`config.mk`:
```
export PLATFORM = sky130hd
export DESIGN_NAME = febm_ctrl
export DESIGN_NICKNAME = d
export VERILOG_FILES = /design/src/hw/rtl/febm_pkg.sv /design/src/hw/rtl/febm_ctrl.sv
export SDC_FILE = /design/constraint.sdc
export NUM_CORES = 1
export LEC_CHECK = 0
export ABC_AREA = 0
export BUFFER_PORTS_ARGS = -buffer_cell sky130_fd_sc_hd__buf_2
export CORE_AREA = 2 2 39 41
export CTS_BUF_LIST = sky130_fd_sc_hd__clkbuf_2 sky130_fd_sc_hd__clkbuf_4 sky130_fd_sc_hd__clkbuf_8
export CTS_CLUSTER_SIZE = 10
export DETAILED_ROUTE_END_ITERATION = 6
export DIE_AREA = 0 0 41 43
export GPL_TIMING_DRIVEN = 0
export PLACE_DENSITY = 0.34
export SKIP_CTS_REPAIR_TIMING = 1
export SYNTH_ARGS = -nofsm -noshare
export SYNTH_HDL_FRONTEND = slang
export SYNTH_SLANG_ARGS = --single-unit
```
`constraint.sdc`:
```
create_clock -name clk_i -period 1.7 [get_ports clk_i]
set_input_delay 0.255 -clock clk_i [delete_from_list [all_inputs] [get_ports clk_i]]
set_output_delay 0.255 -clock clk_i [all_outputs]
set_load 0.02 [all_outputs]
```
`src/hw/rtl/febm_pkg.sv`:
```
// febm_pkg: shared types, constants and the extension table of the blocklist matcher
`timescale 1ns / 1ps

package febm_pkg;

  localparam int CharW       = 16;
  localparam int MaxEntryLen = 13;
  localparam int RawW        = MaxEntryLen * 8;
  localparam int EntryLenW   = 4;
  localparam int SlotCount   = 64;
  localparam int SlotW       = 6;
  localparam int QuickEntries = 4;
  localparam int PosW        = 9;

  localparam logic [PosW-1:0]  PosMax   = 9'd511;
  localparam logic [CharW-1:0] DotChar  = 16'h002E;
  localparam logic [CharW-1:0] NulChar  = 16'h0000;
  localparam logic [CharW-1:0] LowerA   = 16'h0061;
  localparam logic [CharW-1:0] LowerZ   = 16'h007A;
  localparam logic [CharW-1:0] CaseDiff = 16'h0020;

  // one table row, first character in the top byte
  typedef struct packed {
    logic [EntryLenW-1:0] len;
    logic [RawW-1:0]      chars;
  } entry_t;

  typedef struct packed {
    logic accept_char;
    logic scan_next;
    logic load_out;
  } dp_cmd_t;

  typedef struct packed {
    logic hit;
    logic at_end;
  } dp_status_t;

  function automatic logic [CharW-1:0] fold_upper(input logic [CharW-1:0] c);
    logic [CharW-1:0] r;
    r = c;
    if (c >= LowerA && c <= LowerZ) begin
      r = c - CaseDiff;
    end
    return r;
  endfunction

  // entries are stored already folded to upper case, in hex bytes
  function automatic entry_t entry_lookup(input logic [SlotW-1:0] slot);
    logic [RawW-1:0] raw;
    entry_t          e;
    case (slot)
      6'd0:  raw = 104'h2E4352595054;
      6'd1:  raw = 104'h2E4C4F434B4544;
      6'd2:  raw = 104'h2E454E43525950544544;
      6'd3:  raw = 104'h2E52414E534F4D;
      6'd4:  raw = 104'h2E43525950544F;
      6'd5:  raw = 104'h2E5854424C;
      6'd6:  raw = 104'h2E5A4550544F;
      6'd7:  raw = 104'h2E434552424552;
      6'd8:  raw = 104'h2E4C4F434B424954;
      6'd9:  raw = 104'h2E4C4F434B42495432;
      6'd10: raw = 104'h2E4C4F434B42495433;
      6'd11: raw = 104'h2E4C42;
      6'd12: raw = 104'h2E4142524148414D;
      6'd13: raw = 104'h2E434F4E5449;
      6'd14: raw = 104'h2E434F4E5459;
      6'd15: raw = 104'h2E434F4E54494352595054;
      6'd16: raw = 104'h2E414B495241;
      6'd17: raw = 104'h2E414B52;
      6'd18: raw = 104'h2E5259554B;
      6'd19: raw = 104'h2E52594B;
      6'd20: raw = 104'h2E50484F424F53;
      6'd21: raw = 104'h2E50484F;
      6'd22: raw = 104'h2E4445564F53;
      6'd23: raw = 104'h2E454C424945;
      6'd24: raw = 104'h2E424C41434B434154;
      6'd25: raw = 104'h2E414C504856;
      6'd26: raw = 104'h2E524F59414C;
      6'd27: raw = 104'h2E524F59414C34;
      6'd28: raw = 104'h2E434C4F50;
      6'd29: raw = 104'h2E434C3050;
      6'd30: raw = 104'h2E48495645;
      6'd31: raw = 104'h2E4249414E4C49414E;
      6'd32: raw = 104'h2E574E435259;
      6'd33: raw = 104'h2E574E5259;
      6'd34: raw = 104'h2E57435259;
      6'd35: raw = 104'h2E43525950544F4C4F434B4552;
      6'd36: raw = 104'h2E43525950544F57414C4C;
      6'd37: raw = 104'h2E5445534C414352595054;
      6'd38: raw = 104'h2E4C4F434B59;
      6'd39: raw = 104'h2E53414745;
      6'd40: raw = 104'h2E53504F5241;
      6'd41: raw = 104'h2E474C4F4245;
      6'd42: raw = 104'h2E5055524745;
      6'd43: raw = 104'h2E435259534953;
      6'd44: raw = 104'h2E4152454E41;
      6'd45: raw = 104'h2E444A5655;
      6'd46: raw = 104'h2E53544F50;
      6'd47: raw = 104'h2E50554D41;
      6'd48: raw = 104'h2E534841444F57;
      6'd49: raw = 104'h2E4441524B4E455353;
      default: raw = '0;
    endcase
    e.len = '0;
    for (int i = 0; i < MaxEntryLen; i++) begin
      if (raw[8*i +: 8] != 8'h00) begin
        e.len = EntryLenW'(i + 1);
      end
    end
    e.chars = raw << (8 * (MaxEntryLen - int'(e.len)));
    return e;
  endfunction

endpackage

```
`src/hw/rtl/febm_ctrl.sv`:
```
// febm_ctrl: sequencer for character intake, table scan and result hand-off
`timescale 1ns / 1ps

module febm_ctrl (
  input  logic                 clk_i,
  input  logic                 rst_ni,
  input  logic                 in_valid_i,
  output logic                 in_ready_o,
  input  logic                 last_char_i,
  output logic                 out_valid_o,
  input  logic                 out_ready_i,
  output febm_pkg::dp_cmd_t    cmd_o,
  input  febm_pkg::dp_status_t status_i
);
  import febm_pkg::*;

  localparam logic StIdle = 1'b0;
  localparam logic StScan = 1'b1;

  logic state_q, state_d;
  logic out_valid_q, out_valid_d;
  logic scan_done;

  assign scan_done = status_i.hit | status_i.at_end;

  always_comb begin
    state_d           = state_q;
    cmd_o.accept_char = 1'b0;
    cmd_o.scan_next   = 1'b0;
    cmd_o.load_out    = 1'b0;
    in_ready_o        = 1'b0;
    case (state_q)
      StIdle: begin
        in_ready_o        = 1'b1;
        cmd_o.accept_char = in_valid_i;
        if (in_valid_i && last_char_i) begin
          state_d = StScan;
        end
      end
      StScan: begin
        if (scan_done) begin
          // wait here while the previous result is still held
          if (!out_valid_q || out_ready_i) begin
            cmd_o.load_out = 1'b1;
            state_d        = StIdle;
          end
        end else begin
          cmd_o.scan_next = 1'b1;
        end
      end
      default: begin
        state_d = StIdle;
      end
    endcase
  end

  always_comb begin
    out_valid_d = out_valid_q;
    if (cmd_o.load_out) begin
      out_valid_d = 1'b1;
    end else if (out_ready_i) begin
      out_valid_d = 1'b0;
    end
  end

  always_ff @(posedge clk_i or negedge rst_ni) begin
    if (!rst_ni) begin
      state_q     <= StIdle;
      out_valid_q <= 1'b0;
    end else begin
      state_q     <= state_d;
      out_valid_q <= out_valid_d;
    end
  end

  assign out_valid_o = out_valid_q;

endmodule

```
==> out/results.tsv <==
stage	metric	value	unit
sta	period_minus_slack	1.46	ns
floorplanning	core_area	1380	um^2
worst_setup_path	crit_fanout	5	
placed_design	gp_congestion	0.571	
clock_tree	numCtsBuffers	3	
sta	fmax	685	MHz
drt	vias_per_cell	3.36	
final_layout	nNetsFinal	37	
pwr	vdd_drop_max	343	uV
global_route	use_met2	6.25	%
outcome	status	finished clean	
synthesis	synthTopCellsByArea	dfrtp_1, a21oi_1, and2b_2, buf_4, o21a_1	
placed_design	dp.cells	40	
final_layout	final_util	16.0	%
sta	rsz0062_at_grt	no	
sta	setup_viol	0	
global_route	grt_pass1_vias	131	
clock_tree	cts_tree	built	
drt	vias	148	
final_layout	multi_input_area	52.6	um^2
sta	hold_viol_final	0	
sta	final_max_slew_viol_count	0	
sta	period_share	85.9	%
synthesis	synth_cell_types	11	
synthesis	ys_seq_area_share	44.0	%
drt	ant_nets	0	
clock_tree	clock-sinks	2	
final_layout	fill_cells	157	
job	maxCapViolations	0	
clock_tree	clkTransAtPathRegs	0.03	ns
placed_design	dp_hpwl	297	um
final_layout	fin_cells	44	
placed_design	io_buffers	11	
final_layout	drive_above_1_share	60.7	%
sta	skew	0.000767	ns
floorplanning	die_h	43	um
worst_setup_path	end_kind	primary output	
final_layout	regArea	50.0	um^2
worst_setup_path	critPathLaunchType	register	
clock_tree	htree_levels	1	
synthesis	ys_ff_latch	2	
global_route	grt_util_met3	3.14	%
sta	tightest_slew	0.171	ns
global_route	grt_antenna_before_repair	0	
sta	slew_headroom	88.6	%
floorplanning	die_w	41	um
floorplanning	rows	14	
pwr	power.density	1730	nW/um^2
sta	setup_tns	0	ns
drt	drc_errors	0	
global_route	grt_pass1_wl	558	um
floorplanning	die_area	1760	um^2
floorplanning	start_util	8.23	%
min_path	hp-class	in2reg	
final_layout	insertedDiodeCount	0	
worst_setup_path	required	1.44	ns
synthesis	syn-num-nets	20	
global_route	grt_max_degree	6	
sta	hold_ws	0.293	ns
global_route	met1_usage	5.48	%
drt	first_pass_iters	2	
synthesis	synth_top_cell_area_share	44.0	%
synthesis	yosys_warnings	0	
drt	drt_iter0_drc	3	
global_route	overflow	0	
final_layout	syn_to_final_growth	94.5	%
floorplanning	ios	12	
synthesis	synth_area_leader_cell	dfrtp_1	
global_route	track_usage	5.53	%
synthesis	syn_inst	13	
global_route	busiest_layer	met4	
worst_setup_path	arrival	1.20	ns
pwr	p_leak	0.118	nW
clock_tree	clk_path_buf_depth	2	
drt	wl_per_cell	8.89	um
clock_tree	root_buffer	clkbuf_4	
clock_tree	clock_latency	0.22	ns
worst_setup_path	critical_path_class	reg2out	
synthesis	syn_avg_cell_area	8.76	um^2
synthesis	synthesis.area	114	um^2
drt	routed_wl	391	um
## cells by family after synthesis
group / count (synthesis) / synth area share (%)
DFF: 2 / 44.0
buffers and inverters: 2 / 9.89
AOI/OAI and AO/OA: 4 / 19.8
and+or+nand+nor: 5 / 26.4
## per-stage QoR
stage | setup WS [ns] | total power [W] | instance area [um^2]
global route | 0.184 | 0.000427 | 221
finish | 0.240 | 0.000384 | 221
CTS | 0.225 | 0.000394 | 211
global placement | 0.472 | 0.000273 | 189
floorplan | 0.468 | 0.000215 | 114
detailed placement | 0.467 | 0.000280 | 189
## worst max-delay path: stages (launching register included)
cell and delay, ns:
dfrtp_1 0.42, o21a_1 0.14, and2_1 0.16, buf_4 0.12
buf_2 0.15
## registers in the layout, indices dropped and copies added, names as in the netlist
register	cells
out_valid_o	1
state_q	1
## synth_stat cells
cell type and count:
nand2b_1 1, nor3_1 1, a21oi_1 2, o21ai_0 1
o21a_1 1, nand2_1 1, and2b_2 1, and2_1 1
buf_4 1, inv_2 1, dfrtp_1 2
## path summary, 6_finish.rpt
check	from	to	slack (ns)	cells past startpoint
setup / recovery	state_q$_DFF_PN0_	cmd_o[0]	0.24	4
hold / removal	status_i[1]	out_valid_o$_DFFE_PN0P_	0.29	3
setup reg to reg	state_q$_DFF_PN0_	state_q$_DFF_PN0_	0.93	2
hold reg to reg	out_valid_o$_DFFE_PN0P_	out_valid_o$_DFFE_PN0P_	0.52	2
max in group asynchronous	rst_ni	state_q$_DFF_PN0_	1.24	2
min in group asynchronous	rst_ni	out_valid_o$_DFFE_PN0P_	0.36	2
## power breakdown
group / switching, W / internal (W)
Clock: 0.0000260 / 0.0000778
Combinational: 0.000109 / 0.0000779
Sequential: 0.0000220 / 0.0000713
Total: 0.000157 / 0.000227
## layer usage
metal	up-vias	share of wire (%)
met5	-	0
met4	0	0
met3	0	17
met2	12	37
met1	62	46
li1	74	-
## cell type report
cell class	count	share of cell area, %
clock buffer	3	10.2
sequential	2	22.6
timing repair buffer	12	29.4
multi-input combinational	9	23.7
inverter	1	1.69
buffer	1	3.39
tap	16	9.04
## layout by cell type, fill, tap and decap left out
cell / Yosys / routed
dlygate4sd3_1: 0 / 1
o21a_1: 1 / 1
and2_1: 1 / 1
buf_2: 0 / 11
clkbuf_4: 0 / 3
nand2_1: 1 / 1
dfrtp_1: 2 / 2
nand2b_1: 1 / 1
inv_2: 1 / 1
and2b_2: 1 / 1
buf_4: 1 / 1
o21ai_0: 1 / 1
a21oi_1: 2 / 2
nor3_1: 1 / 1
No activity file was read; power rests on OpenSTA's default activity.
